$ cat src/rtl/cjtg_pkg.sv
package cjtg_pkg;

   localparam int AluW     = 64;
   localparam int MulSteps = 18;
   localparam int CntW     = 5;

   localparam logic [1:0] OP_LOAD  = 2'd0;
   localparam logic [1:0] OP_START = 2'd1;
   localparam logic [1:0] OP_TICK  = 2'd2;
   localparam logic [1:0] OP_CLEAR = 2'd3;

   localparam logic [2:0] ST_SETPOINT = 3'd0;
   localparam logic [2:0] ST_STARTED  = 3'd1;
   localparam logic [2:0] ST_REJECTED = 3'd2;
   localparam logic [2:0] ST_ABORTED  = 3'd3;
   localparam logic [2:0] ST_FAULT    = 3'd4;
   localparam logic [2:0] ST_CLEARED  = 3'd5;

   localparam logic [1:0] CSR_PERIOD = 2'd0;
   localparam logic [1:0] CSR_MIN    = 2'd1;
   localparam logic [1:0] CSR_MAX    = 2'd2;
   localparam logic [1:0] CSR_LIMIT  = 2'd3;

   typedef enum logic {
      ALU_MUL = 1'b0,
      ALU_DIV = 1'b1
   } alu_op_type;

   typedef struct packed {
      logic            start;
      alu_op_type      op;
      logic [AluW-1:0] a;
      logic [AluW-1:0] b;
   } alu_cmd_type;

   typedef struct packed {
      logic            done;
      logic [AluW-1:0] result;
   } alu_rsp_type;

   typedef enum logic [4:0] {
      S_IDLE  = 5'b00001,
      S_PREP  = 5'b00010,
      S_JOINT = 5'b00100,
      S_EMIT  = 5'b01000,
      S_RESP  = 5'b10000
   } seq_state_type;

endpackage

$ cat src/rtl/cjtg_alu.sv
// Shared shift-add multiplier and restoring divider, one bit per cycle.
module cjtg_alu #(
   parameter int QBITS = 12
) (
   input  logic                 clock,
   input  logic                 reset,
   input  cjtg_pkg::alu_cmd_type cmd,
   output cjtg_pkg::alu_rsp_type rsp
);
   import cjtg_pkg::*;

   logic                busy_ff, busy_in;
   logic                done_ff, done_in;
   alu_op_type          op_ff, op_in;
   logic [AluW-1:0]     acc_ff, acc_in;
   logic [AluW-1:0]     aa_ff, aa_in;
   logic [MulSteps-1:0] bb_ff, bb_in;
   logic [CntW-1:0]     cnt_ff, cnt_in;
   logic                ge;
   logic                last_step;

   assign ge = (acc_ff >= aa_ff);
   assign last_step = (op_ff == ALU_MUL) ? (cnt_ff == CntW'(MulSteps - 1))
                                         : (cnt_ff == CntW'(QBITS - 1));

   always_comb begin
      busy_in = busy_ff;
      done_in = 1'b0;
      op_in   = op_ff;
      acc_in  = acc_ff;
      aa_in   = aa_ff;
      bb_in   = bb_ff;
      cnt_in  = cnt_ff;
      if (cmd.start) begin
         busy_in = 1'b1;
         op_in   = cmd.op;
         cnt_in  = '0;
         if (cmd.op == ALU_MUL) begin
            acc_in = '0;
            aa_in  = cmd.a;
            bb_in  = cmd.b[MulSteps-1:0];
         end else begin
            // Divisor starts aligned to the top quotient bit.
            acc_in = cmd.a;
            aa_in  = cmd.b << (QBITS - 1);
            bb_in  = '0;
         end
      end else if (busy_ff) begin
         cnt_in = cnt_ff + 1'b1;
         if (op_ff == ALU_MUL) begin
            if (bb_ff[0]) acc_in = acc_ff + aa_ff;
            aa_in = aa_ff << 1;
            bb_in = bb_ff >> 1;
         end else begin
            if (ge) acc_in = acc_ff - aa_ff;
            aa_in = aa_ff >> 1;
            bb_in = {bb_ff[MulSteps-2:0], ge};
         end
         if (last_step) begin
            busy_in = 1'b0;
            done_in = 1'b1;
         end
      end
   end

   always_ff @(posedge clock) begin
      if (reset) begin
         busy_ff <= 1'b0;
         done_ff <= 1'b0;
         op_ff   <= ALU_MUL;
         cnt_ff  <= '0;
      end else begin
         busy_ff <= busy_in;
         done_ff <= done_in;
         op_ff   <= op_in;
         cnt_ff  <= cnt_in;
      end
      acc_ff <= acc_in;
      aa_ff  <= aa_in;
      bb_ff  <= bb_in;
   end

   assign rsp.done   = done_ff;
   assign rsp.result = (op_ff == ALU_MUL) ? acc_ff : AluW'(bb_ff);

endmodule

$ cat src/rtl/cubic_joint_trajectory_generator.sv
// Loads are written into the joint tables on acceptance; a start or clear moves to
// the response state, which registers the result once the output is free. A tick that
// runs the profile works through the one shared bit-serial multiply/divide unit
// (four common products, then one multiply and one divide per joint), then
// emits the setpoints one per joint; the final run skips the per-joint products.
// One item is in work at a time. Reset is synchronous and active high; stored joint positions are not cleared.
module cubic_joint_trajectory_generator #(
   parameter int JOINTS = 6,
   parameter int POSITION_BITS = 12,
   localparam int ReqW = ((53 + 2 * POSITION_BITS + 7) / 8) * 8,
   localparam int RspW = ((6 + POSITION_BITS + 7) / 8) * 8
) (
   input  logic            clock,
   input  logic            reset,
   input  logic            req_tvalid,
   output logic            req_tready,
   // operation, joint, start_position, target_position, duration, now_ms
   input  logic [ReqW-1:0] req_tdata,
   // halt
   input  logic [0:0]      req_tuser,
   output logic            rsp_tvalid,
   input  logic            rsp_tready,
   // status, joint_index_res, setpoint
   output logic [RspW-1:0] rsp_tdata,
   output logic            rsp_tlast,
   input  logic            csr_we,
   input  logic [1:0]      csr_index,
   input  logic [15:0]     csr_wdata
);
   import cjtg_pkg::*;

   localparam int P        = POSITION_BITS;
   localparam int JW       = (JOINTS > 1) ? $clog2(JOINTS) : 1;
   localparam int JointLo  = 2;
   localparam int StartLo  = 5;
   localparam int TargetLo = 5 + P;
   localparam int DurLo    = 5 + 2 * P;
   localparam int NowLo    = 21 + 2 * P;

   logic [1:0]  req_op;
   logic [2:0]  req_joint;
   logic [P-1:0] req_spos, req_tpos;
   logic [15:0] req_dur;
   logic [31:0] req_now;
   logic        req_halt;

   assign req_op    = req_tdata[1:0];
   assign req_joint = req_tdata[JointLo +: 3];
   assign req_spos  = req_tdata[StartLo +: P];
   assign req_tpos  = req_tdata[TargetLo +: P];
   assign req_dur   = req_tdata[DurLo +: 16];
   assign req_now   = req_tdata[NowLo +: 32];
   assign req_halt  = req_tuser[0];

   seq_state_type state_ff, state_in;
   logic [9:0]   period_ff;
   logic [15:0]  min_ff, max_ff;
   logic [P-1:0] limit_ff;
   logic         active_ff, active_in;
   logic         fault_ff, fault_in;
   logic [31:0]  mstart_ff, mstart_in;
   logic [15:0]  mdur_ff, mdur_in;
   logic [31:0]  lastrun_ff, lastrun_in;
   logic [31:0]  now_ff, now_in;
   logic [15:0]  e_ff, e_in;
   logic         done_ff, done_in;
   logic [31:0]  e2_ff, e2_in;
   logic [31:0]  d2_ff, d2_in;
   logic [47:0]  den_ff, den_in;
   logic [49:0]  num_ff, num_in;
   logic [JW-1:0] jix_ff, jix_in;
   logic [1:0]   step_ff, step_in;
   logic         wait_ff, wait_in;
   logic [2:0]   status_ff, status_in;
   logic         rsp_valid_ff, rsp_valid_in;
   logic [2:0]   rsp_status_ff, rsp_status_in;
   logic [2:0]   rsp_joint_ff, rsp_joint_in;
   logic [P-1:0] rsp_sp_ff, rsp_sp_in;
   logic         rsp_last_ff, rsp_last_in;

   logic [P-1:0] start_mem [JOINTS];
   logic [P-1:0] target_mem [JOINTS];
   logic [P-1:0] sp_ff [JOINTS];
   logic         load_we;
   logic         sp_we;
   logic [P-1:0] sp_val;

   alu_cmd_type alu_cmd;
   alu_rsp_type alu_rsp;

   cjtg_alu #(.QBITS(P)) u_alu (
      .clock (clock),
      .reset (reset),
      .cmd   (alu_cmd),
      .rsp   (alu_rsp)
   );

   logic         accept;
   logic         out_free;
   logic [31:0]  since_run;
   logic [31:0]  elapsed;
   logic [17:0]  kval;
   logic [P-1:0] js, jt, mag;
   logic         neg;
   logic [P:0]   vsum;
   logic [P-1:0] quo;

   assign accept    = req_tvalid && req_tready;
   assign out_free  = !rsp_valid_ff || rsp_tready;
   assign since_run = req_now - lastrun_ff;
   assign elapsed   = req_now - mstart_ff;
   assign kval      = ({2'b0, mdur_ff} << 1) + {2'b0, mdur_ff} - ({2'b0, e_ff} << 1);
   assign js        = start_mem[jix_ff];
   assign jt        = target_mem[jix_ff];
   assign neg       = (jt < js);
   assign mag       = neg ? (js - jt) : (jt - js);
   assign quo       = alu_rsp.result[P-1:0];
   assign vsum      = done_ff ? {1'b0, jt}
                    : (neg ? ({1'b0, js} - {1'b0, quo}) : ({1'b0, js} + {1'b0, quo}));
   assign sp_val    = vsum[P-1:0];

   always_comb begin
      state_in      = state_ff;
      active_in     = active_ff;
      fault_in      = fault_ff;
      mstart_in     = mstart_ff;
      mdur_in       = mdur_ff;
      lastrun_in    = lastrun_ff;
      now_in        = now_ff;
      e_in          = e_ff;
      done_in       = done_ff;
      e2_in         = e2_ff;
      d2_in         = d2_ff;
      den_in        = den_ff;
      num_in        = num_ff;
      jix_in        = jix_ff;
      step_in       = step_ff;
      wait_in       = wait_ff;
      status_in     = status_ff;
      rsp_valid_in  = rsp_valid_ff && !rsp_tready;
      rsp_status_in = rsp_status_ff;
      rsp_joint_in  = rsp_joint_ff;
      rsp_sp_in     = rsp_sp_ff;
      rsp_last_in   = rsp_last_ff;
      load_we       = 1'b0;
      sp_we         = 1'b0;
      alu_cmd.start = 1'b0;
      alu_cmd.op    = ALU_MUL;
      alu_cmd.a     = '0;
      alu_cmd.b     = '0;

      unique case (state_ff)
         S_IDLE: begin
            if (accept) begin
               unique case (req_op)
                  OP_LOAD: begin
                     load_we = !active_ff && (32'(req_joint) < JOINTS);
                  end
                  OP_START: begin
                     state_in = S_RESP;
                     if (active_ff || fault_ff || req_dur < min_ff || req_dur > max_ff) begin
                        status_in = ST_REJECTED;
                     end else begin
                        status_in  = ST_STARTED;
                        active_in  = 1'b1;
                        mstart_in  = req_now;
                        mdur_in    = req_dur;
                        lastrun_in = req_now;
                     end
                  end
                  OP_CLEAR: begin
                     fault_in  = 1'b0;
                     status_in = ST_CLEARED;
                     state_in  = S_RESP;
                  end
                  OP_TICK: begin
                     if (active_ff) begin
                        if (req_halt) begin
                           active_in = 1'b0;
                           status_in = ST_ABORTED;
                           state_in  = S_RESP;
                        end else if (since_run >= 32'(period_ff)) begin
                           now_in   = req_now;
                           e_in     = (elapsed > 32'(mdur_ff)) ? mdur_ff : elapsed[15:0];
                           done_in  = (elapsed >= 32'(mdur_ff));
                           step_in  = '0;
                           wait_in  = 1'b0;
                           state_in = S_PREP;
                        end
                     end
                  end
                  default: ;
               endcase
            end
         end
         S_PREP: begin
            if (!wait_ff) begin
               alu_cmd.start = 1'b1;
               wait_in       = 1'b1;
               unique case (step_ff)
                  2'd0: begin
                     alu_cmd.a = AluW'(e_ff);
                     alu_cmd.b = AluW'(e_ff);
                  end
                  2'd1: begin
                     alu_cmd.a = AluW'(mdur_ff);
                     alu_cmd.b = AluW'(mdur_ff);
                  end
                  2'd2: begin
                     alu_cmd.a = AluW'(d2_ff);
                     alu_cmd.b = AluW'(mdur_ff);
                  end
                  default: begin
                     alu_cmd.a = AluW'(e2_ff);
                     alu_cmd.b = AluW'(kval);
                  end
               endcase
            end else if (alu_rsp.done) begin
               wait_in = 1'b0;
               step_in = step_ff + 1'b1;
               unique case (step_ff)
                  2'd0: e2_in  = alu_rsp.result[31:0];
                  2'd1: d2_in  = alu_rsp.result[31:0];
                  2'd2: den_in = alu_rsp.result[47:0];
                  default: begin
                     num_in   = alu_rsp.result[49:0];
                     jix_in   = '0;
                     step_in  = '0;
                     state_in = S_JOINT;
                  end
               endcase
            end
         end
         S_JOINT: begin
            // Steps: issue multiply, then divide on its completion, then check.
            logic finish;
            finish = 1'b0;
            if (step_ff == 2'd0) begin
               if (done_ff) begin
                  finish = 1'b1;
               end else begin
                  alu_cmd.start = 1'b1;
                  alu_cmd.op    = ALU_MUL;
                  alu_cmd.a     = AluW'(num_ff);
                  alu_cmd.b     = AluW'(mag);
                  step_in       = 2'd1;
               end
            end else if (alu_rsp.done) begin
               if (step_ff == 2'd1) begin
                  alu_cmd.start = 1'b1;
                  alu_cmd.op    = ALU_DIV;
                  alu_cmd.a     = alu_rsp.result;
                  alu_cmd.b     = AluW'(den_ff);
                  step_in       = 2'd2;
               end else begin
                  finish = 1'b1;
               end
            end
            if (finish) begin
               step_in = '0;
               if (vsum > {1'b0, limit_ff}) begin
                  active_in = 1'b0;
                  fault_in  = 1'b1;
                  status_in = ST_FAULT;
                  state_in  = S_RESP;
               end else begin
                  sp_we  = 1'b1;
                  jix_in = jix_ff + 1'b1;
                  if (jix_ff == JW'(JOINTS - 1)) begin
                     lastrun_in = now_ff;
                     if (done_ff) active_in = 1'b0;
                     jix_in   = '0;
                     state_in = S_EMIT;
                  end
               end
            end
         end
         S_EMIT: begin
            if (out_free) begin
               rsp_valid_in  = 1'b1;
               rsp_status_in = ST_SETPOINT;
               rsp_joint_in  = 3'(jix_ff);
               rsp_sp_in     = sp_ff[jix_ff];
               rsp_last_in   = done_ff && (jix_ff == JW'(JOINTS - 1));
               jix_in        = jix_ff + 1'b1;
               if (jix_ff == JW'(JOINTS - 1)) state_in = S_IDLE;
            end
         end
         S_RESP: begin
            if (out_free) begin
               rsp_valid_in  = 1'b1;
               rsp_status_in = status_ff;
               rsp_joint_in  = '0;
               rsp_sp_in     = '0;
               rsp_last_in   = 1'b1;
               state_in      = S_IDLE;
            end
         end
         default: state_in = S_IDLE;
      endcase
   end

   always_ff @(posedge clock) begin
      if (reset) begin
         state_ff     <= S_IDLE;
         period_ff    <= 10'd20;
         min_ff       <= 16'd20;
         max_ff       <= 16'd2000;
         limit_ff     <= '1;
         active_ff    <= 1'b0;
         fault_ff     <= 1'b0;
         mstart_ff    <= '0;
         mdur_ff      <= '0;
         lastrun_ff   <= '0;
         wait_ff      <= 1'b0;
         step_ff      <= '0;
         jix_ff       <= '0;
         rsp_valid_ff <= 1'b0;
      end else begin
         state_ff     <= state_in;
         active_ff    <= active_in;
         fault_ff     <= fault_in;
         mstart_ff    <= mstart_in;
         mdur_ff      <= mdur_in;
         lastrun_ff   <= lastrun_in;
         wait_ff      <= wait_in;
         step_ff      <= step_in;
         jix_ff       <= jix_in;
         rsp_valid_ff <= rsp_valid_in;
         if (csr_we) begin
            unique case (csr_index)
               CSR_PERIOD: period_ff <= csr_wdata[9:0];
               CSR_MIN:    min_ff    <= csr_wdata;
               CSR_MAX:    max_ff    <= csr_wdata;
               CSR_LIMIT:  limit_ff  <= csr_wdata[P-1:0];
               default: ;
            endcase
         end
      end
      now_ff        <= now_in;
      e_ff          <= e_in;
      done_ff       <= done_in;
      e2_ff         <= e2_in;
      d2_ff         <= d2_in;
      den_ff        <= den_in;
      num_ff        <= num_in;
      status_ff     <= status_in;
      rsp_status_ff <= rsp_status_in;
      rsp_joint_ff  <= rsp_joint_in;
      rsp_sp_ff     <= rsp_sp_in;
      rsp_last_ff   <= rsp_last_in;
      if (load_we) begin
         start_mem[JW'(req_joint)]  <= req_spos;
         target_mem[JW'(req_joint)] <= req_tpos;
      end
      if (sp_we) sp_ff[jix_ff] <= sp_val;
   end

   assign req_tready = (state_ff == S_IDLE);
   assign rsp_tvalid = rsp_valid_ff;
   assign rsp_tdata  = RspW'({rsp_sp_ff, rsp_joint_ff, rsp_status_ff});
   assign rsp_tlast  = rsp_last_ff;

endmodule

$ cat config.mk
export PLATFORM = sky130hd
export DESIGN_NAME = cubic_joint_trajectory_generator
export DESIGN_NICKNAME = d
export VERILOG_FILES = /design/src/rtl/cjtg_pkg.sv /design/src/rtl/cjtg_alu.sv /design/src/rtl/cubic_joint_trajectory_generator.sv
export SDC_FILE = /design/constraint.sdc
export NUM_CORES = 2
export LEC_CHECK = 0
export ABC_AREA = 1
export BUFFER_PORTS_ARGS = -buffer_cell sky130_fd_sc_hd__buf_2
export CAP_MARGIN = 10
export CORE_ASPECT_RATIO = 0.7
export CORE_UTILIZATION = 47
export CTS_CLUSTER_SIZE = 12
export DETAILED_ROUTE_END_ITERATION = 6
export PLACE_DENSITY = 0.73
export SYNTH_ARGS = -nofsm -noshare
export SYNTH_HDL_FRONTEND = slang
export SYNTH_SLANG_ARGS = --single-unit
export TNS_END_PERCENT = 100
$ cat constraint.sdc
create_clock -name clock -period 8.7 [get_ports clock]
set_input_delay 0.435 -clock clock [delete_from_list [all_inputs] [get_ports clock]]
set_output_delay 0.435 -clock clock [all_outputs]
set_load 0.01 [all_outputs]
# Yosys cells after proc, flatten, opt, wreduce, memory -nomap -nowiden
# Memories as Yosys holds them, arrays and structs flattened. A register that Yosys moved wholly into a read port is not among the register bits.
# Index checks and enable logic that the tools add are counted.
[word_totals]
regBits = 535
ram_bits = 216
input_bits = 104
output_inout_bits = 27
wordCells = 298
n_memories = 3
[op_classes]
addsub = 13
magnitude_cmp = 9
eq_ne = 47
mux = 143
bitwise_logic = 4
reduce_logical = 46
[memory_table]
columns = ["memory", "words", "word_bits", "rd", "rd_ports_with_merged_regs", "write_ports", "line_no", "rtl"]
rows = [
  ["sp_ff", 6, 12, 1, 1, 1, "cubic_joint_trajectory_generator.sv:83", "logic [P-1:0] sp_ff [JOINTS];"],
  ["start_mem", 6, 12, 1, 1, 1, "cubic_joint_trajectory_generator.sv:81", "logic [P-1:0] start_mem [JOINTS];"],
  ["target_mem", 6, 12, 1, 1, 1, "cubic_joint_trajectory_generator.sv:82", "logic [P-1:0] target_mem [JOINTS];"],
]
[ops]
columns = ["operator", "n"]
rows = [
  ["64-bit two-way mux", 11],
  ["130-bit two-way mux", 4],
  ["96-bit case mux with 3 select lines", 1],
  ["128-bit case mux with 2 select lines", 1],
  ["32-bit two-way mux", 6],
  ["96-bit two-way mux", 1],
  ["18-bit two-way mux", 4],
  ["5-bit two-way mux", 13],
  ["64-bit adder", 1],
  ["64-bit greater-or-equal comparator", 1],
  ["32-bit case mux with 2 select lines", 1],
  ["32-bit subtractor", 2],
  ["64-bit subtractor", 1],
  ["3-bit two-way mux", 21],
  ["1-bit two-way mux", 45],
  ["12-bit two-way mux", 3],
  ["32-bit by 10-bit greater-or-equal comparator with 1-bit output", 1],
  ["32-bit by 16-bit greater-or-equal comparator with 1-bit output", 1],
  ["32-bit by 16-bit > comparator with 1-bit output", 1],
  ["2-bit two-way mux", 14],
  ["7-bit AND reduction", 4],
  ["13-bit two-way mux", 2],
  ["5-bit case mux with 5 select lines", 1],
  ["12-bit case mux with 2 select lines", 1],
  ["51 further kinds", 121],
]

# Depth between registers and ports, before layout
[logic_depth]
depth_word = 10
ltp_mapped = 48
depth_no_buf = 42

# Modules after synthesis
# From an unflattened synthesis, not the netlist that was laid out.
[hier_totals]
cells_unflattened = 7413
area_unflattened_um2 = 53513.8
[modules_own_cells]
columns = ["module", "instances", "cells_per_inst", "area_per_inst_um2", "seq_area_each_um2"]
rows = [
  ["cubic_joint_trajectory_generator", 1, 3998, 33892.5, 16505.8],
  ["cjtg_alu", 1, 3415, 19621.3, 4544.4],
]

# Worst setup path before layout
# OpenSTA, ideal clock, no wires.
[synth_timing]
kind = "reg-to-reg"
start = "register step_ff[1]"
end = "register u_alu.acc_ff[0], enable pin"
setup_time_ns = 0.524
t_arrival_ns = 7.037
t_required_ns = 8.176
setup_slack_ns = 1.139
path_stages_with_launch = 13
path_buffers = 2
period_less_slack_ns = 7.561
path_cell_list = "dfxtp_1 -> inv_1 -> ha_1 -> clkbuf_1 -> nand2_1 -> nor2_1 -> inv_2 -> nor2_2 -> nor2_2 -> clkbuf_1 -> nand2_1 -> o21ai_0 -> a31oi_1"
[synth_via]
elab_chain_cells = 7
word_cells_on_any_way = 10
classes_between = "2 x eq/ne; 4 x mux; 4 x reduce/logical"
[synth_rtl]
columns = ["element", "line_no", "rtl"]
rows = [
  ["start, declared", "cubic_joint_trajectory_generator.sv:72", "logic [1:0] step_ff, step_in;"],
  ["start signal, assigned", "cubic_joint_trajectory_generator.sv:327", "step_ff <= step_in;"],
  ["2-bit by 1-bit equality test with 1-bit output", "cubic_joint_trajectory_generator.sv:249", "if (step_ff == 2'd1) begin"],
  ["130-bit two-way mux", "cubic_joint_trajectory_generator.sv:249", ""],
  ["130-bit two-way mux", "cubic_joint_trajectory_generator.sv:248", "end else if (alu_rsp.done) begin"],
  ["130-bit two-way mux (*)", "cubic_joint_trajectory_generator.sv:238", "if (step_ff == 2'd0) begin"],
  ["1-bit case mux with 2 select lines (*)", "cubic_joint_trajectory_generator.sv:152", "unique case (state_ff)"],
  ["3-bit != test (no source line) (tied with other cells)", "--", ""],
  ["3-bit AND reduction (no source line) (*)", "--", ""],
  ["end signal, assigned", "cjtg_alu.sv:78", "acc_ff <= acc_in;"],
  ["end, declared", "cjtg_alu.sv:15", "logic [AluW-1:0] acc_ff, acc_in;"],
]
# Mark *: on every way between the ends. The rest lies on a longest branch, timed or not.
# A chain may end at the register's enable or synchronous reset.

==> run_results.csv <==
group,metric,value,unit
place,dpl.hpwl,129100,um
place,gp_congestion,1.048,
floorplan,initial_utilization,0.4778,
clock_tree,htreeDepth,3,
floorplan,die_w,388.3,um
floorplan,dieHeight,272.4,um
clock_tree,clk_latency,0.72,ns
setup_path,criticalPathCategory,"reg2reg",
run_status,status,"completed",
setup_path,critPathMaxFanout,51,
timing,worstMarginPinSlew,1.287,ns
clock_tree,numCtsBuffers,79,
route,postRouteAntennaNets,0,
clock_tree,postCtsSetupBuffers,0,
global_routing,groute.usage.overall,0.3130,
timing,finalHoldViolCount,0,
synthesis,synth_cell_types,72,
synthesis,synth_warnings,0,
synthesis,yosys_most_used_dff,"edfxtp_1",
synthesis,synth_top_family_by_area,"simple AND/OR/NAND/NOR gates",
route,wire_per_inst,21.81,um
finish,mostFrequentLayoutCells,"1,306 x nand2_1, 888 x inv_1, 667 x nor2_1",
floorplan,floorplan.rows,98,
setup_path,required,9.12,ns
setup_path,end_kind,"flop",
global_routing,antenna_found_initial,15,
clock_tree,clkSinkCount,754,
worst_hold_path,worstHoldPathCells,3,
route,via_per_inst,5.846,
route,drtPass1Iterations,6,
timing,hold_ws,0.03842,ns
timing,setup_viol,0,
synthesis,synth_compound_area_frac,0.1761,
timing,timing.setup.tns,0,ns
finish,area_delta_synth_final,10.48,%
timing,rsz0062_at_grt,"false",
finish,final_common_cell,"nand2_1",
synthesis,yosys-mux-area-fraction,0.0004078,
synthesis,syn-instance-count,6254,
setup_path,crit_arrival,8.42,ns
timing,min_period_over_period,0.9199,
place,port_buffers,121,
setup_path,critPathLaunchType,"flop",
global_routing,grt_pass1_wl,253400,um
floorplan,ios,131,
route,routed_wl,169300,um
synthesis,synth_simple_gate_area_frac,0.1992,
clock_tree,clk_path_buf_depth,3,
route,num_vias,45387,
global_routing,grt_pass1_vias,40941,
power,p_leak,22.89,nW
clock_tree,cts-root-buf,"clkbuf_16",
global_routing,grt-ovfl-total,0,
timing,period_needed,8.003,ns
synthesis,ys_seq_area_frac,0.4288,
route,drt_iter0_markers,6241,
synthesis,syn-cell-area,0.04909,mm2
worst_hold_path,worstHoldStart,"csr_wdata[4]",
power,finalPower,0.01111,W
synthesis,async_flop_share,0,
setup_path,r2r_slack,0.70,ns
worst_hold_path,hold_path.class,"in2reg",
synthesis,synth_edf_count,595,
floorplan,die_area,0.1058,mm2
synthesis,syn_avg_cell_area,7.850,um2
synthesis,synthAdderAreaFrac,0.09017,
power,powerDensity,204.9,mW/mm2
route,post-route-drc-count,0,
power,vdd_drop_max,0.2010,mV
floorplan,core-area,0.1028,mm2
global_routing,grt_max_degree,119,
setup_path,reg2regPathDepth,38,
clock_tree,path_clk_slew,0.06,ns
synthesis,synthXorXnorAreaFrac,0.01588,
timing,clock_skew,0.06216,ns
setup_path,timing.critical_path.slowest_stage_cell,"o21ai_0",
clock_tree,cts_tree,"built",
timing,timing.slew.headroom,0.1391,
finish,layout-drive-gt1-share,0.06181,
finish,n_fill_cell,9643,
timing,finalMaxSlewViolations,0,
timing,fmaxAchievable,0.1250,GHz
job,max_cap_viol_count,0,
finish,fin_nets,6794,
setup_path,crit_top_cell,"nand2_1",
setup_path,critPathMaxStageDelay,0.56,ns
synthesis,ys_ff_latch,754,
layer usage:
metal / vias to the layer above / share of wire / track usage
met1: 21460 / 0.47 / 0.5006
met3: 205 / 0.14 / 0.1009
met2: 2462 / 0.37 / 0.4026
met4: 8 / 0.016 / 0.05242
li1: 21252 / - / -
met5: - / 0.00034 / 0
area by class of cell:
| type | instances | area, um2 | share of cell area |
|---|---|---|---|
| multi-input combinational | 4359 | 23820 | 0.4392 |
| sequential | 754 | 21060 | 0.3882 |
| inverter | 918 | 3451 | 0.06362 |
| clock buffer | 114 | 2200 | 0.04055 |
| tap | 1350 | 1689 | 0.03114 |
| timing repair buffer | 238 | 1589 | 0.02930 |
| clock inverter | 24 | 414.1 | 0.007636 |
| antenna | 7 | 17.52 | 0.0003230 |
registers in the layout, summed over array words and instances (netlist names), 18 cells and up, named ones only:
register	count
sp_ff	72
start_mem	72
target_mem	72
u_alu.aa_ff	64
u_alu.acc_ff	64
num_ff	50
den_ff	48
d2_ff	32
e2_ff	32
lastrun_ff	32
mstart_ff	32
now_ff	32
u_alu.bb_ff	18
kinds of logic (layout without fill, tap and decap cells):
| group | count (synthesis) | in the layout |
|---|---|---|
| compound gates | 1517 | 1517 |
| xor+xnor | 89 | 89 |
| fa+ha+maj | 340 | 340 |
| buf+inv | 1146 | 1294 |
| flops | 754 | 754 |
| mux | 2 | 2 |
| other cells | 1 | 13 |
| simple gates | 2405 | 2405 |
worst max-delay path: cells and delay by family, from the launching register on:
family / cells / cell delay [ns]
and+or+nand+nor: 20 / 2.93
AOI/OAI and AO/OA: 7 / 1.84
buffers and inverters: 6 / 1.28
adders and majority gates: 3 / 0.99
DFF: 1 / 0.32
xor gates and xnor gates: 2 / 0.28
where the power goes:
group	internal, W	switching, W
clock	0.00193	0.00154
combinational	0.00103	0.00236
sequential	0.00419	0.0000672
total	0.00715	0.00396
path summary, 6_finish.rpt:
kind            endpoint
max          sp_ff[5][3]
min reg2reg     fault_ff
max reg2reg  sp_ff[5][3]
min            min_ff[4]
Yosys cell counts, types with 15 or more instances:
library cell  instances  area, um2
edfxtp_1            595      17870
clkbuf_1            183      686.9
o221ai_1             42      367.9
nor2_1              670       2515
nand3_1             212       1061
xor2_1               76      665.6
o21bai_1             30      225.2
a211oi_1             18      135.1
a21o_1               21      157.7
a21boi_0             15      112.6
inv_1               889       3337
fa_1                 23      460.4
o22ai_1              33      206.5
nand4_1              50      312.8
o21ai_1              28      140.1
nand2_1            1307       4906
o21ai_0             582       2913
inv_2                25      93.84
o2111ai_1            37      324.1
ha_1                317       3966
a31oi_1              25      156.4
dfxtp_1             159       3183
a21oi_1             545       2728
buf_1                19      71.32
nor3_1              110      550.5
o211ai_1             52      390.4
a32o_1               15      150.1
o21a_1               16      120.1
stage by stage:
| step | cells | instance area (um2) | utilization | setup slack, ns |
|---|---|---|---|---|
| 2_1_floorplan | 6259 | 49110 | - | 1.139 |
| 3_3_place_gp | 7577 | 51190 | 0.4981 | 0.7331 |
| 3_5_place_dp | 7577 | 51190 | 0.4981 | 0.5010 |
| 4_1_cts | 7757 | 54220 | 0.5277 | 0.4292 |
| 5_1_grt | 7759 | 54230 | 0.5277 | 0.1475 |
| 6_report | 7764 | 54240 | 0.5279 | 0.6969 |
repair_timing:
action,in CTS,in global routing
hold buffers,42,0
gates resized for setup,0,2
endpoints found under the hold margin,164,0
setup endpoints to repair,0,89
Power figures use the tool's default switching activity.
